`src/hw/rtl/tfhc_pkg.sv`:
```
// ----------------------------------------------------------------------------
// tfhc_pkg
// Shared types and constants of the thermal fan hysteresis controller.
// ----------------------------------------------------------------------------
`default_nettype none

package tfhc_pkg;

    // configuration register indexes
    localparam logic [1:0] REG_SPECIFIED_SPEED = 2'd0;
    localparam logic [1:0] REG_CPU_LIMIT       = 2'd1;
    localparam logic [1:0] REG_GPU_LIMIT       = 2'd2;
    localparam logic [1:0] REG_TWO_FAN_MODE    = 2'd3;

    // configuration reset values
    localparam logic [7:0] SPECIFIED_SPEED_RST = 8'd128;
    localparam logic [7:0] CPU_LIMIT_RST       = 8'd50;
    localparam logic [7:0] GPU_LIMIT_RST       = 8'd70;
    localparam logic       TWO_FAN_MODE_RST    = 1'b1;

    // excess thresholds, signed over temp - limit
    localparam logic signed [9:0] OVER_MARGIN    = 10'sd8;
    localparam logic signed [9:0] RELEASE_MARGIN = 10'sd6;
    localparam logic signed [9:0] COLD_MARGIN    = -10'sd1;
    localparam logic signed [9:0] ZERO_EXCESS    = 10'sd0;

    localparam logic [7:0] FULL_SPEED = 8'hff;
    localparam logic [7:0] STOP_SPEED = 8'h00;

    // fan indexes
    localparam logic FAN_CPU = 1'b0;
    localparam logic FAN_GPU = 1'b1;

    // decoded speed request of one tick, from front to back
    typedef struct packed {
        logic       a0_valid;
        logic [7:0] a0_speed;
        logic       a1_valid;
        logic       a1_fan;
        logic [7:0] a1_speed;
    } cmd_t;

    // one speed write as seen on the result side
    typedef struct packed {
        logic       fan_select;
        logic [7:0] drive_speed;
        logic       final_write;
    } res_t;

endpackage

`default_nettype wire

```
`src/hw/rtl/tfhc_front.sv`:
```
// ----------------------------------------------------------------------------
// tfhc_front
// Holds configuration and override flags, classifies each tick into speed
// requests for the CPU check and the GPU check.
// ----------------------------------------------------------------------------
`default_nettype none

module tfhc_front
(
    input  wire logic          clk,
    input  wire logic          rst_n,
    input  wire logic          cfg_valid,
    output logic               cfg_ready,
    input  wire logic [1:0]    cfg_index,
    input  wire logic [7:0]    cfg_data,
    input  wire logic          accept,
    input  wire logic [7:0]    cpu_temp,
    input  wire logic [7:0]    gpu_temp,
    output tfhc_pkg::cmd_t     cmd
);
    import tfhc_pkg::*;

    logic [7:0]        spec_reg;
    logic [7:0]        cpu_lim_reg;
    logic [7:0]        gpu_lim_reg;
    logic              two_reg;
    logic [1:0]        ovr_reg;
    logic [1:0]        ovr_mid;
    logic [1:0]        ovr_next;
    logic signed [9:0] ex0;
    logic signed [9:0] ex1;
    logic              full0;
    logic              spec0;
    logic              cold0;
    logic              full1;
    logic              spec1;
    logic              cold1;
    logic              look1;
    logic              fan1;
    logic              ovr1;

    assign cfg_ready = 1'b1;

    // configuration registers
    always_ff @(posedge clk or negedge rst_n)
    begin
        if (!rst_n)
        begin
            spec_reg    <= SPECIFIED_SPEED_RST;
            cpu_lim_reg <= CPU_LIMIT_RST;
            gpu_lim_reg <= GPU_LIMIT_RST;
            two_reg     <= TWO_FAN_MODE_RST;
        end
        else if (cfg_valid)
        begin
            case (cfg_index)
                REG_SPECIFIED_SPEED: spec_reg    <= cfg_data;
                REG_CPU_LIMIT:       cpu_lim_reg <= cfg_data;
                REG_GPU_LIMIT:       gpu_lim_reg <= cfg_data;
                REG_TWO_FAN_MODE:    two_reg     <= cfg_data[0];
                default:             spec_reg    <= spec_reg;
            endcase
        end
    end

    // signed excess of each sensor over its limit
    assign ex0 = $signed({2'b00, cpu_temp}) - $signed({2'b00, cpu_lim_reg});
    assign ex1 = $signed({2'b00, gpu_temp}) - $signed({2'b00, gpu_lim_reg});

    // cpu check then gpu check, the second sees flags left by the first
    always_comb
    begin
        full0 = (ex0 > OVER_MARGIN);
        spec0 = !full0 && (!ovr_reg[FAN_CPU] || (ex0 < RELEASE_MARGIN))
                && (ex0 > ZERO_EXCESS);
        cold0 = !full0 && !spec0 && (ex0 < COLD_MARGIN);

        ovr_mid = ovr_reg;
        if (full0)
        begin
            ovr_mid[FAN_CPU] = 1'b1;
        end
        else if (spec0)
        begin
            ovr_mid[FAN_CPU] = 1'b0;
        end

        // shared fan: a started fan ends the scan
        look1 = two_reg || !(full0 || spec0);
        fan1  = two_reg ? FAN_GPU : FAN_CPU;
        ovr1  = ovr_mid[fan1];

        full1 = look1 && (ex1 > OVER_MARGIN);
        spec1 = look1 && !full1 && (!ovr1 || (ex1 < RELEASE_MARGIN))
                && (ex1 > ZERO_EXCESS);
        cold1 = look1 && !full1 && !spec1 && (ex1 < COLD_MARGIN)
                && (two_reg || (ex0 < COLD_MARGIN));

        ovr_next = ovr_mid;
        if (full1)
        begin
            ovr_next[fan1] = 1'b1;
        end
        else if (spec1)
        begin
            ovr_next[fan1] = 1'b0;
        end

        cmd.a0_valid = full0 || spec0 || cold0;
        cmd.a0_speed = full0 ? FULL_SPEED : (spec0 ? spec_reg : STOP_SPEED);
        cmd.a1_valid = full1 || spec1 || cold1;
        cmd.a1_fan   = fan1;
        cmd.a1_speed = full1 ? FULL_SPEED : (spec1 ? spec_reg : STOP_SPEED);
    end

    // override flags advance on each accepted tick
    always_ff @(posedge clk or negedge rst_n)
    begin
        if (!rst_n)
        begin
            ovr_reg <= 2'b00;
        end
        else if (accept)
        begin
            ovr_reg <= ovr_next;
        end
    end

endmodule

`default_nettype wire

```
`src/hw/rtl/tfhc_cmd_queue.sv`:
```
// ----------------------------------------------------------------------------
// tfhc_cmd_queue
// Two-entry queue of decoded tick requests between front and back.
// ----------------------------------------------------------------------------
`default_nettype none

module tfhc_cmd_queue
(
    input  wire logic           clk,
    input  wire logic           rst_n,
    input  wire logic           push,
    input  wire tfhc_pkg::cmd_t cmd_in,
    output logic                full,
    input  wire logic           pop,
    output logic                valid,
    output tfhc_pkg::cmd_t      cmd_out
);
    import tfhc_pkg::*;

    cmd_t       mem [2];
    logic       wp_reg;
    logic       rp_reg;
    logic [1:0] cnt_reg;
    logic [1:0] cnt_next;
    logic       do_push;
    logic       do_pop;

    assign full    = (cnt_reg == 2'd2);
    assign valid   = (cnt_reg != 2'd0);
    assign cmd_out = mem[rp_reg];
    assign do_push = push && !full;
    assign do_pop  = pop && valid;

    // occupancy
    always_comb
    begin
        cnt_next = cnt_reg;
        if (do_push && !do_pop)
        begin
            cnt_next = cnt_reg + 2'd1;
        end
        else if (do_pop && !do_push)
        begin
            cnt_next = cnt_reg - 2'd1;
        end
    end

    // pointers and count
    always_ff @(posedge clk or negedge rst_n)
    begin
        if (!rst_n)
        begin
            wp_reg  <= 1'b0;
            rp_reg  <= 1'b0;
            cnt_reg <= 2'd0;
        end
        else
        begin
            cnt_reg <= cnt_next;
            if (do_push)
            begin
                wp_reg <= !wp_reg;
            end
            if (do_pop)
            begin
                rp_reg <= !rp_reg;
            end
        end
    end

    // storage
    always_ff @(posedge clk)
    begin
        if (do_push)
        begin
            mem[wp_reg] <= cmd_in;
        end
    end

endmodule

`default_nettype wire

```
`src/hw/rtl/tfhc_back.sv`:
```
// ----------------------------------------------------------------------------
// tfhc_back
// Applies tick requests against the programmed fan speeds, keeps only the
// changes and queues them as speed writes for the result side.
// ----------------------------------------------------------------------------
`default_nettype none

module tfhc_back
(
    input  wire logic           clk,
    input  wire logic           rst_n,
    input  wire logic           cmd_valid,
    input  wire tfhc_pkg::cmd_t cmd,
    output logic                cmd_pop,
    output logic                empty,
    input  wire logic           pop,
    output logic                fan_select,
    output logic [7:0]          drive_speed,
    output logic                final_write
);
    import tfhc_pkg::*;

    logic [7:0] prog_reg [2];
    logic [7:0] prog_mid [2];
    logic [7:0] prog_next [2];
    res_t       mem [4];
    logic [1:0] wp_reg;
    logic [1:0] rp_reg;
    logic [2:0] cnt_reg;
    logic [2:0] cnt_next;
    logic       e0;
    logic       e1;
    res_t       r0;
    res_t       r1;
    res_t       first;
    logic [1:0] n_push;
    logic       do_pop;

    // take a request when two result slots are free
    assign cmd_pop = cmd_valid && (cnt_reg <= 3'd2);
    assign do_pop  = pop && !empty;
    assign empty   = (cnt_reg == 3'd0);

    assign fan_select  = mem[rp_reg].fan_select;
    assign drive_speed = mem[rp_reg].drive_speed;
    assign final_write = mem[rp_reg].final_write;

    // change detection, cpu request first
    always_comb
    begin
        prog_mid = prog_reg;
        e0 = cmd.a0_valid && (prog_reg[FAN_CPU] != cmd.a0_speed);
        if (e0)
        begin
            prog_mid[FAN_CPU] = cmd.a0_speed;
        end
        e1 = cmd.a1_valid && (prog_mid[cmd.a1_fan] != cmd.a1_speed);

        prog_next = prog_mid;
        if (e1)
        begin
            prog_next[cmd.a1_fan] = cmd.a1_speed;
        end

        r0.fan_select  = FAN_CPU;
        r0.drive_speed = cmd.a0_speed;
        r0.final_write = !e1;
        r1.fan_select  = cmd.a1_fan;
        r1.drive_speed = cmd.a1_speed;
        r1.final_write = 1'b1;
        first = e0 ? r0 : r1;

        n_push = cmd_pop ? ({1'b0, e0} + {1'b0, e1}) : 2'd0;
        cnt_next = cnt_reg + {1'b0, n_push} - {2'b00, do_pop};
    end

    // programmed speeds and result queue control
    always_ff @(posedge clk or negedge rst_n)
    begin
        if (!rst_n)
        begin
            prog_reg[FAN_CPU] <= STOP_SPEED;
            prog_reg[FAN_GPU] <= STOP_SPEED;
            wp_reg            <= 2'd0;
            rp_reg            <= 2'd0;
            cnt_reg           <= 3'd0;
        end
        else
        begin
            cnt_reg <= cnt_next;
            wp_reg  <= wp_reg + n_push;
            if (do_pop)
            begin
                rp_reg <= rp_reg + 2'd1;
            end
            if (cmd_pop)
            begin
                prog_reg[FAN_CPU] <= prog_next[FAN_CPU];
                prog_reg[FAN_GPU] <= prog_next[FAN_GPU];
            end
        end
    end

    // result storage, up to two writes per request
    always_ff @(posedge clk)
    begin
        if (n_push != 2'd0)
        begin
            mem[wp_reg] <= first;
        end
        if (n_push == 2'd2)
        begin
            mem[wp_reg + 2'd1] <= r1;
        end
    end

endmodule

`default_nettype wire

```
`src/hw/rtl/thermal_fan_hysteresis_controller_unit.sv`:
```
// ----------------------------------------------------------------------------
// thermal_fan_hysteresis_controller_unit
// Thermal fan control with hysteresis: turns temperature ticks into fan
// speed writes.
// ----------------------------------------------------------------------------
// Usage
//   Input queue: present cpu_temp and gpu_temp with push; the tick is taken
//   at an edge with push high and full low.
//   Result queue: while empty is low the oldest speed write is on
//   fan_select, drive_speed and final_write; pop takes it. A tick gives zero,
//   one or two writes; final_write marks the last write of its tick.
//   Configuration: cfg_valid/cfg_ready with cfg_index and cfg_data, written
//   while no tick is in flight; cfg_ready is always high.
//   The request of a tick is registered in the request queue and its writes in
//   the result queue. Throughput: one tick per cycle while ticks give at most
//   one write and pop takes each write as soon as it is shown; ticks that give
//   two writes are held back by the single read port of the four-entry result queue.
//   Reset clears the queues, override flags and programmed speeds (zero)
//   and loads the configuration reset values. When pop stays low the result
//   queue fills, the back end stops taking requests, and full rises once
//   the two-entry request queue is also full; nothing is dropped.
// ----------------------------------------------------------------------------
`default_nettype none

module thermal_fan_hysteresis_controller_unit
(
    input  wire logic       clk,
    input  wire logic       rst_n,
    input  wire logic       cfg_valid,
    output logic            cfg_ready,
    input  wire logic [1:0] cfg_index,
    input  wire logic [7:0] cfg_data,
    input  wire logic       push,
    output logic            full,
    input  wire logic [7:0] cpu_temp,
    input  wire logic [7:0] gpu_temp,
    output logic            empty,
    input  wire logic       pop,
    output logic            fan_select,
    output logic [7:0]      drive_speed,
    output logic            final_write
);
    import tfhc_pkg::*;

    cmd_t cmd_front;
    cmd_t cmd_back;
    logic accept;
    logic cmd_valid;
    logic cmd_pop;

    assign accept = push && !full;

    // classification of each tick
    tfhc_front u_front
    (
        .clk       (clk),
        .rst_n     (rst_n),
        .cfg_valid (cfg_valid),
        .cfg_ready (cfg_ready),
        .cfg_index (cfg_index),
        .cfg_data  (cfg_data),
        .accept    (accept),
        .cpu_temp  (cpu_temp),
        .gpu_temp  (gpu_temp),
        .cmd       (cmd_front)
    );

    // decoupling queue
    tfhc_cmd_queue u_cmd_queue
    (
        .clk     (clk),
        .rst_n   (rst_n),
        .push    (push),
        .cmd_in  (cmd_front),
        .full    (full),
        .pop     (cmd_pop),
        .valid   (cmd_valid),
        .cmd_out (cmd_back)
    );

    // speed tracking and result queue
    tfhc_back u_back
    (
        .clk         (clk),
        .rst_n       (rst_n),
        .cmd_valid   (cmd_valid),
        .cmd         (cmd_back),
        .cmd_pop     (cmd_pop),
        .empty       (empty),
        .pop         (pop),
        .fan_select  (fan_select),
        .drive_speed (drive_speed),
        .final_write (final_write)
    );

endmodule

`default_nettype wire

```
`config.mk`:
```
export PLATFORM = sky130hd
export DESIGN_NAME = thermal_fan_hysteresis_controller_unit
export DESIGN_NICKNAME = d
export VERILOG_FILES = /design/src/hw/rtl/tfhc_pkg.sv /design/src/hw/rtl/tfhc_front.sv /design/src/hw/rtl/tfhc_cmd_queue.sv /design/src/hw/rtl/tfhc_back.sv /design/src/hw/rtl/thermal_fan_hysteresis_controller_unit.sv
export SDC_FILE = /design/constraint.sdc
export NUM_CORES = 1
export LEC_CHECK = 0
export BUFFER_PORTS_ARGS = -buffer_cell sky130_fd_sc_hd__buf_2
export CAP_MARGIN = 20
export CORE_AREA = 2 2 139 141
export DETAILED_ROUTE_END_ITERATION = 6
export DIE_AREA = 0 0 141 143
export GPL_TIMING_DRIVEN = 0
export HOLD_SLACK_MARGIN = 0.15
export MAX_ROUTING_LAYER = met4
export PLACE_DENSITY = 0.53
export SYNTH_ARGS = -nofsm -noshare
export SYNTH_HDL_FRONTEND = slang
export SYNTH_SLANG_ARGS = --single-unit
```
`constraint.sdc`:
```
create_clock -name clk -period 11.7 [get_ports clk]
set_input_delay 2.34 -clock clk [delete_from_list [all_inputs] [get_ports clk]]
set_output_delay 2.34 -clock clk [all_outputs]
set_load 0.02 [all_outputs]
```
==> results of run 1 <==
[power groups by stage]
stage | registers, µW | logic, µW | clock network, µW
finish | 741 | 986 | 497
global placement | 744 | 953 | 0
detailed placement | 750 | 989 | 0
floorplan | 730 | 763 | 0
CTS | 741 | 996 | 508
global route | 755 | 1090 | 532
[per-layer routing]
metal	share of wire [%]	track usage [%]	vias to the layer above	routed length, µm
met5	0	-	-	0
li1	-	-	2414	-
met4	0.99	4.79	0	154
met2	52	29.0	106	8000
met1	44	19.4	2353	6840
met3	3.1	3.99	19	483
[per-stage QoR]
stage / cell area [µm²] / power [µW] / util (%) / worst slack (ps) / hold slack [ps]
floorplan: 7160 / 1490 / - / 6500 / 431
global placement: 7660 / 1700 / 41.2 / 5820 / 451
detailed placement: 7720 / 1740 / 41.5 / 5760 / 466
CTS: 8280 / 2240 / 44.6 / 6200 / 478
global route: 8280 / 2380 / 44.6 / 5940 / 496
finish: 8280 / 2220 / 44.6 / 6200 / 470
[final cells by class]
type                    count  area [µm²]  share of cell area [%]
flip-flops and latches    132        3660                    44.2
multi-input cells         405        3200                    38.6
clock buffers              17         425                    5.14
well taps                 234         293                    3.53
repair buffers             46         262                    3.16
inverters                  55         206                    2.49
clock inverters            15         134                    1.62
plain buffers              15         103                    1.24
[cell families after synthesis]
kind of cell             count (synthesis)  synth area share, %
AO/OA/AOI/OAI                          150                 14.4
XOR/XNOR                                34                 4.16
adder cells (fa/ha/maj)                 25                 4.68
buffers and inverters                   70                 4.32
flip-flops                             132                 51.2
multiplexers                            57                 10.6
other                                    1               0.0524
AND/OR/NAND/NOR                        138                 10.6
[worst reg2reg max path: cells and delay by family, from the launching register on]
| kind | cells | cell delay, ps |
|---|---|---|
| and+or+nand+nor | 6 | 2230 |
| adders and majority gates | 1 | 350 |
| muxes | 1 | 180 |
| xor gates and xnor gates | 1 | 200 |
| DFF | 1 | 370 |
| buffers and inverters | 2 | 320 |
| AOI/OAI and AO/OA | 3 | 1080 |
[worst min-delay path by stage]
stage                        to  cells after the start
6_report       u_back.mem[1][0]                      1
5_1_grt        u_back.mem[1][0]                      1
3_5_place_dp   u_back.mem[1][0]                      1
4_1_cts        u_back.mem[1][0]                      1
3_3_place_gp   u_back.mem[3][0]                      1
2_1_floorplan  u_back.mem[3][0]                      1
[cell usage after synthesis, drive strengths merged, types with 3 or more instances]
cell    instances
edfxtp         74
inv            55
dfrtp          46
nand2          44
nor2           32
o22ai          32
o21ai          27
mux2i          26
a21oi          22
ha             22
mux2           21
xnor2          19
o221ai         15
xor2           15
a21o           12
nor3           12
mux4           10
clkbuf          9
a222oi          8
dfstp           8
nor2b           8
a31oi           6
and2            6
buf             6
and3            5
dfxtp           4
nand3           4
nor3b           4
nor4            4
o21bai          4
a21boi          3
fa              3
nand4           3
o21a            3
or3             3
or3b            3
==> impl_metrics.yaml, run 1 <==
clocking:
  cts_root_buf: "clkbuf_16"
  cts_sinks: 132
  tritoncts: "done"
  worstSkewPairLatency_ps: 420
  numCtsBuffers: 17
  cts_hold_buf: 0
  cts_setup_buffers: 0
  path_clk_slew_ps: 60
  post_cts_resized: 0
  clock_path_buffers: 2
  cts-htree-levels: 4
layout:
  drive_gt1_share_pct: 21.9
  layout_common_cells: "edfxtp_1 (74), inv_1 (55), dfrtp_1 (46)"
  nets: 728
  stdcell_count: 919
  final_common_cell: "edfxtp_1"
  largestRegisters: "u_back.mem (40), u_cmd_queue.mem (38)"
  fillerInstances: 1718
  largest_register_ffs: 40
  diodes: 0
  areaGrowthSynthToFinish_pct: 15.7
  largest-register: "u_back.mem"
logic_synthesis:
  syn_avg_cell_area_um2: 11.8
  ys_types: 71
  syn-cell-area_um2: 7160
  ys_top_cells_by_area: "edfxtp_1 (31%), dfrtp_1 (16%), ha_1 (3.8%)"
  synth_seq_cells: 132
  synth_cells: 607
  ys_warn_count: 0
  ys.flop_type: "edfxtp_1"
  yosys.area.top_type: "edfxtp_1"
  synth_edf_count: 74
  ys_async_sr_fraction_pct: 40.9
  synth-seq-area-share_pct: 51.2
  syn_nets: 663
  yosysTopAreaCellShare_pct: 31.0
worst_setup_path:
  crit_required_ps: 11800
  arrival_ps: 5610
  r2r_start: "u_cmd_queue.rp_reg"
  path_delay_family: "compound AO/OA/AOI/OAI gates"
  critPathMaxStageDelay_ps: 550
  startpoint_type: "primary input"
  ff2ff_path_depth: 14
  cp-end-kind: "register"
  reg2reg_setup_slack_ps: 6790
  path_cells: "buf_2 -> inv_1 -> ha_1 -> inv_1 -> fa_1 -> a21o_1 -> and3_1 -> a21o_1 -> a222oi_1 -> nor2b_1 -> o21ai_0 -> o31ai_1 -> o21ai_1 -> o221ai_1"
  cp-endpoint: "u_cmd_queue.mem[0][7]"
  worstPathMaxFanout: 9
  path_buf_inv: 3
  timing.rr.end: "u_back.mem[1][6]"
  crit_slowest_cell: "o21ai_1"
  worst-path-stages: 14
  critical_path_class: "in2reg"
  critPathLaunch: "cpu_temp[0]"
drt:
  ant_nets: 0
  route.detailed.drc: 0
  vias_per_cell: 5.32
  drt_iter0_drc: 325
  wl_per_cell_um: 16.8
  vias: 4892
  drt-pass1-iter-count: 4
  wirelength_mm: 15.5
pwr:
  vdd_drop_max_uv: 116
  power.leakage_uw: 0.00338
  powerDensity_nw_per_um2: 268
  intPower_uw: 1360
  switching_power_uw: 860
  power_frac_clock_pct: 22.3
  power_frac_comb_pct: 44.3
  power_frac_seq_pct: 33.3
  switching_share_pct: 38.7
sta:
  tightest_slew_ps: 1050
  fmax_ghz: 0.182
  rsz0062_at_grt: "no"
  clock_skew_ps: 11.9
  fin_crit_ps: 5500
  slew_viol_final: 0
  fin_crit_sh_pct: 47.0
  tns_ps: 0
  setup_viol: 0
  hold_viol_final: 0
  relSlewSlack_pct: 29.7
placed_design:
  place_hpwl_mm: 11.7
  place_inst: 886
  io_buffers: 42
  gp_congestion: 0.896
die:
  die_x_um: 141
  initial_core_util_pct: 38.5
  row_count: 50
  fp.dieH_um: 143
  die_area_um2: 20200
  core_area_um2: 18600
  num_io_pins: 44
grt:
  first_global_vias: 4988
  grt_max_degree: 37
  grt_pass1_wl_mm: 25.3
  antenna_found_initial: 0
  grt_overflow: 0
  grt_use_total_pct: 16.7
status:
  status: "complete, no violations"
worst_hold_path:
  hold_start: "u_back.mem[1][0]"
  min_path_type: "reg2reg"
run:
  cap_violations: 0
Note: power is estimated with default switching activity, not from simulation.
==> inputs of run 2 (changes only) <==
--- a/config.mk
+++ b/config.mk
@@ -13,7 +13,7 @@
 export GPL_TIMING_DRIVEN = 0
 export HOLD_SLACK_MARGIN = 0.15
 export MAX_ROUTING_LAYER = met4
-export PLACE_DENSITY = 0.53
+export PLACE_DENSITY = 0.55
 export SYNTH_ARGS = -nofsm -noshare
 export SYNTH_HDL_FRONTEND = slang
 export SYNTH_SLANG_ARGS = --single-unit
==> constraint.sdc (replaced) <==
create_clock -name clk -period 4.59 [get_ports clk]
set_input_delay 0.918 -clock clk [delete_from_list [all_inputs] [get_ports clk]]
set_output_delay 0.918 -clock clk [all_outputs]
set_load 0.02 [all_outputs]
==> impl_metrics.yaml, run 2 (synthesis results as in run 1) <==
grt:
  use_met2_pct: 29.1
  busiest_layer: "met2"
  grt_max_degree: 29
  grt_overflow: 0
  antenna_found_initial: 0
  grt_use_total_pct: 16.8
  first_global_vias: 5096
  met1_usage_pct: 19.2
  grt_pass1_wl_mm: 25.6
  grt_use_met3_pct: 4.09
die:
  row_count: 50
  die_x_um: 141
  core_area_um2: 18600
  fp.dieH_um: 143
  die_area_um2: 20200
  initial_core_util_pct: 38.5
  num_io_pins: 44
worst_setup_path:
  reg2reg_setup_slack_ps: 290
  critPathMaxStageDelay_ps: 690
  worstPathMaxFanout: 10
  cp_common_cell: "nor2_1"
  timing.rr.end: "u_back.mem[2][8]"
  startpoint_type: "register"
  critical_path_class: "reg2reg"
  crit_slowest_cell: "nor2_1"
  cp-end-kind: "register"
  r2r_start: "u_cmd_queue.rp_reg"
  crit_required_ps: 4630
  ff2ff_path_depth: 13
  arrival_ps: 4340
  path_cells: "buf_6 -> mux2i_2 -> xnor2_1 -> nor4_4 -> nand4_1 -> nand4_1 -> nor3b_2 -> nand4b_4 -> and2_2 -> ha_1 -> nor2_1 -> nor2_1 -> nor2_1"
clocking:
  cts_root_buf: "clkbuf_16"
  cts_sinks: 132
  clock_path_buffers: 2
  worstSkewPairLatency_ps: 420
  numCtsBuffers: 17
  cts-htree-levels: 4
  cts_hold_buf: 0
  path_clk_slew_ps: 60
  tritoncts: "done"
pwr:
  powerDensity_nw_per_um2: 692
  power.leakage_uw: 0.00340
  vdd_drop_max_uv: 300
  finalPower_uw: 5770
layout:
  largestRegisters: "u_back.mem (40), u_cmd_queue.mem (38)"
  largest-register: "u_back.mem"
  diodes: 0
  largest_register_ffs: 40
  stdcell_count: 920
  nets: 729
  drive_gt1_share_pct: 22.3
  areaGrowthSynthToFinish_pct: 16.4
  final_area_um2: 8330
  layout_common_cells: "edfxtp_1 (74), inv_1 (55), dfrtp_1 (46)"
  final_common_cell: "edfxtp_1"
worst_hold_path:
  hold_depth: 1
  min_path_type: "reg2reg"
  hold_start: "u_back.mem[1][0]"
  whs_endpoint: "u_back.mem[1][0]"
sta:
  tightest_slew_ps: 1030
  fin_crit_ps: 4300
  clock_skew_ps: 8.51
  hold_viol_final: 0
  relSlewSlack_pct: 30.5
  rsz0062_at_grt: "yes"
  fmax_ghz: 0.233
  setup_viol: 0
  fin_crit_sh_pct: 93.6
  slew_viol_final: 0
run:
  cap_violations: 0
status:
  status: "complete, but fails checks"
  violations: "design-rule violations"
placed_design:
  place_inst: 885
  placed_area_um2: 7710
  io_buffers: 42
  gp_congestion: 0.819
  place_hpwl_mm: 11.6
drt:
  route.detailed.drc: 3
  drt_iter0_drc: 351
  vias_per_cell: 5.37
  wirelength_mm: 15.6
  wl_per_cell_um: 17.0
  vias: 4942
  drt-pass1-iter-count: 7
  ant_nets: 0
-- run 2: cell count changes in the layout (fill, tap and decap cells not counted), sizes merged --
| cell | delta |
|---|---|
| clkbuf | +1 |
| inv | +1 |
| clkinv | -4 |
| clkinvlp | +2 |
| bufinv | +1 |
-- run 2: repair_timing --
item,CTS,global route
setup buffers,1,1
endpoints found under the setup margin,18,26
pin swaps,1,1
resized for setup,3,0
-- run 2: worst max-delay path by stage --
| stage | cells past startpoint | from | end | slack, ps |
|---|---|---|---|---|
| floorplan | 14 | u_cmd_queue.rp_reg | u_back.mem[3][1] | 250 |
| global placement | 14 | u_cmd_queue.rp_reg | u_back.mem[3][5] | -1070 |
| detailed placement | 14 | u_cmd_queue.rp_reg | u_back.mem[1][1] | -380 |
| CTS | 14 | u_cmd_queue.rp_reg | u_back.mem[3][7] | 7 |
| global route | 13 | u_cmd_queue.rp_reg | u_back.mem[2][8] | -20 |
| finish | 13 | u_cmd_queue.rp_reg | u_back.mem[2][8] | 290 |
-- run 2: routing by layer --
layer / up-vias / part of all wire (%) / wire, µm
met5: - / 0 / 0
met4: 0 / 1.4 / 215
met3: 19 / 3.4 / 530
met2: 109 / 51 / 7970
met1: 2403 / 44 / 6880
li1: 2411 / - / -
-- run 2: worst max-delay path: cells and delay by family (launching register included) --
| family | cells | cell delay (ps) |
|---|---|---|
| adder cells (fa/ha/maj) | 1 | 350 |
| XOR/XNOR | 1 | 190 |
| buffers and inverters | 1 | 170 |
| flip-flops | 1 | 340 |
| multiplexers | 1 | 450 |
| AND/OR/NAND/NOR | 9 | 2420 |
-- run 2: metrics by stage --
| step | setup TNS, ps | utilization, % | setup WS, ps | hold slack (ps) |
|---|---|---|---|---|
| after global routing | -135 | 44.8 | -17.5 | 495 |
| after CTS | 0 | 44.8 | 7.39 | 470 |
| final | 0 | 44.8 | 292 | 472 |
| after floorplan | 0 | - | 250 | 431 |
| after global placement | -24130 | 41.2 | -1070 | 451 |
| after detailed placement | -5820 | 41.5 | -379 | 456 |
-- run 2: power by group --
| part | switching, µW | total [µW] | leakage (µW) | internal, µW |
|---|---|---|---|---|
| Combinational | 1520 | 2540 | 0.00176 | 1020 |
| Sequential | 168 | 1890 | 0.00136 | 1720 |
| Clock | 539 | 1340 | 0.000276 | 803 |
| Total | 2230 | 5770 | 0.00340 | 3540 |
-- run 2: area by class of cell --
cell class	instances	area (µm²)
well taps	234	293
plain buffers	15	103
multi-input cells	405	3220
flip-flops and latches	132	3660
clock buffers	17	425
repair buffers	47	265
fillers	1708	10200
clock inverters	15	158
inverters	55	206
==> inputs of run 3 (changes only) <==
--- a/config.mk
+++ b/config.mk
@@ -5,15 +5,17 @@
 export SDC_FILE = /design/constraint.sdc
 export NUM_CORES = 1
 export LEC_CHECK = 0
+export ABC_AREA = 1
 export BUFFER_PORTS_ARGS = -buffer_cell sky130_fd_sc_hd__buf_2
 export CAP_MARGIN = 20
-export CORE_AREA = 2 2 139 141
+export CORE_AREA = 2 2 128 130
+export CTS_BUF_LIST = sky130_fd_sc_hd__clkbuf_4 sky130_fd_sc_hd__clkbuf_8
 export DETAILED_ROUTE_END_ITERATION = 6
-export DIE_AREA = 0 0 141 143
+export DIE_AREA = 0 0 130 132
 export GPL_TIMING_DRIVEN = 0
 export HOLD_SLACK_MARGIN = 0.15
 export MAX_ROUTING_LAYER = met4
-export PLACE_DENSITY = 0.55
+export PLACE_DENSITY = 0.65
 export SYNTH_ARGS = -nofsm -noshare
 export SYNTH_HDL_FRONTEND = slang
 export SYNTH_SLANG_ARGS = --single-unit
==> impl_metrics.yaml, run 3 <==
status:
  status: "complete, no violations"
logic_synthesis:
  synth_seq_cells: 132
  ys_warn_count: 0
  synth_cells: 901
  ys.flop_type: "edfxtp_1"
  yosysMostFrequentCell: "nand2_1"
  syn_avg_cell_area_um2: 8.29
  yosysTopAreaCellShare_pct: 29.8
  ys_top_cells_by_area: "edfxtp_1 (30%), dfrtp_1 (15%), nand2_1 (12%)"
  synth-seq-area-share_pct: 49.1
  syn-cell-area_um2: 7470
  ys_async_sr_fraction_pct: 40.9
  synth_edf_count: 74
  synth.top_cells.by_count: "nand2_1 (242), inv_1 (109), o21ai_0 (83)"
  syn_nets: 957
  yosys.area.top_type: "edfxtp_1"
  ys_types: 40
worst_setup_path:
  cp_common_cell: "nand2_1"
  crit_slowest_cell: "dfrtp_1"
  ff2ff_path_depth: 22
  critPathMaxStageDelay_ps: 440
  cp-endpoint: "u_back.cnt_reg[2]"
  path_cells: "buf_6 -> or2_2 -> nand2_1 -> buf_2 -> nand3_1 -> nand2_1 -> nand2_1 -> nand2_1 -> inv_1 -> nand2_1 -> nor2_2 -> nand2_4 -> nand2_8 -> inv_6 -> ha_1 -> inv_1 -> nor2_2 -> inv_1 -> ha_1 -> fa_1 -> xnor2_1 -> xor2_1"
  cp-end-kind: "register"
  timing.rr.end: "u_back.cnt_reg[2]"
  worstPathMaxFanout: 10
  critical_path_class: "reg2reg"
  critPathLaunch: "u_cmd_queue.rp_reg"
  reg2reg_setup_slack_ps: 380
  crit_required_ps: 4950
  r2r_start: "u_cmd_queue.rp_reg"
  startpoint_type: "register"
  arrival_ps: 4570
sta:
  fin_crit_ps: 4210
  setup_ws_ps: 375
  whs_ps: 467
  tightest_slew_ps: 784
  fmax_ghz: 0.237
  hold_viol_final: 0
  slew_viol_final: 0
  relSlewSlack_pct: 47.4
  rsz0062_at_grt: "no"
  clock_skew_ps: 12.0
  setup_viol: 0
  fin_crit_sh_pct: 91.8
layout:
  drive_gt1_share_pct: 15.0
  largestRegisters: "u_back.mem (40), u_cmd_queue.mem (38)"
  areaGrowthSynthToFinish_pct: 12.8
  final_common_cell: "nand2_1"
  largest_register_ffs: 40
  nets: 1021
  seq_area_um2: 3660
  fillerInstances: 1493
  diodes: 0
  largest-register: "u_back.mem"
  layout_common_cells: "nand2_1 (238), inv_1 (109), o21ai_0 (83)"
  final_area_um2: 8420
  multi_input_area_um2: 3290
drt:
  wirelength_mm: 17.3
  vias: 6098
  wl_per_cell_um: 14.5
  ant_nets: 0
  route.detailed.drc: 0
  drt-pass1-iter-count: 6
  drt_iter0_drc: 345
  vias_per_cell: 5.11
grt:
  grt_max_degree: 31
  antenna_found_initial: 0
  grt_use_total_pct: 21.9
  first_global_vias: 5782
  grt_pass1_wl_mm: 28.3
  grt_overflow: 0
die:
  fp.dieH_um: 132
  die_x_um: 130
  core_area_um2: 15700
  die_area_um2: 17200
  row_count: 46
  num_io_pins: 44
  initial_core_util_pct: 47.5
clocking:
  cts_sinks: 132
  tritoncts: "done"
  path_clk_slew_ps: 70
  post_cts_resized: 2
  numCtsBuffers: 17
  worstSkewPairLatency_ps: 440
  cts_root_buf: "clkbuf_8"
  cts-htree-levels: 4
  cts_hold_buf: 0
  cts_setup_buffers: 0
  clock_path_buffers: 2
worst_hold_path:
  min_path_type: "reg2reg"
placed_design:
  gp_congestion: 0.871
  placed_area_um2: 8000
  io_buffers: 42
  dp_slack_ps: -26.5
  place_hpwl_mm: 12.8
pwr:
  vdd_drop_max_uv: 242
  powerDensity_nw_per_um2: 673
  power.leakage_uw: 0.00395
  finalPower_uw: 5670
run:
  cap_violations: 0
-- run 3: worst min path at each step --
stage	endpoint	slack, ps	depth (start not counted)
floorplan	register	430	2
global placement	register	450	2
detailed placement	register	450	2
CTS	register	470	2
global route	register	480	2
finish	register	470	2
-- run 3: logic make-up (layout without fill, tap and decap cells) --
logic type / Yosys count / count (layout) / synth area share [%]
AO/OA/AOI/OAI: 155 / 155 / 11.3
XOR/XNOR: 14 / 14 / 1.64
adder cells (fa/ha/maj): 25 / 25 / 4.49
buffers and inverters: 140 / 216 / 7.39
flip-flops: 132 / 132 / 49.1
other: 1 / 1 / 0.0502
AND/OR/NAND/NOR: 434 / 434 / 26.0
-- run 3: cell type report --
cell class,instances,share of cell area [%]
Buffer,21,1.20
Clock buffer,24,3.55
Sequential cell,132,43.5
Multi-Input combinational cell,629,39.1
Clock inverter,7,0.981
Inverter,119,5.36
Tap cell,216,3.21
Timing Repair Buffer,45,3.09
-- run 3: worst max-delay path, delay by kind of cell, from the launching register on --
| family | cells | cell delay (ps) |
|---|---|---|
| and+or+nand+nor | 11 | 1570 |
| xor gates and xnor gates | 2 | 330 |
| adders and majority gates | 3 | 920 |
| DFF | 1 | 440 |
| buffers and inverters | 6 | 860 |
-- run 3: metrics by stage --
step	cells	util, %	TNS, ps
detailed placement	1162	50.9	-26.5
global placement	1159	50.6	-22.8
global route	1193	53.6	0
finish	1193	53.6	0
floorplan	901	-	0
CTS	1193	53.4	0
-- run 3: metal layers --
layer  vias up  GRT usage [%]  wire length [µm]  share of wire (%)
met3        19           4.87               828                4.8
met2       161           36.9              8620                 50
met1      2802           26.5              7600                 44
met5         -              -                 0                  0
li1       3116              -                 -                  -
met4         0           6.03               254                1.5
-- run 3: report_power, final --
| part | leakage, µW | internal, µW | switching, µW |
|---|---|---|---|
| Combinational | 0.00236 | 926 | 1920 |
| Sequential | 0.00138 | 1700 | 168 |
| Clock | 0.000203 | 532 | 419 |
| Total | 0.00395 | 3160 | 2510 |
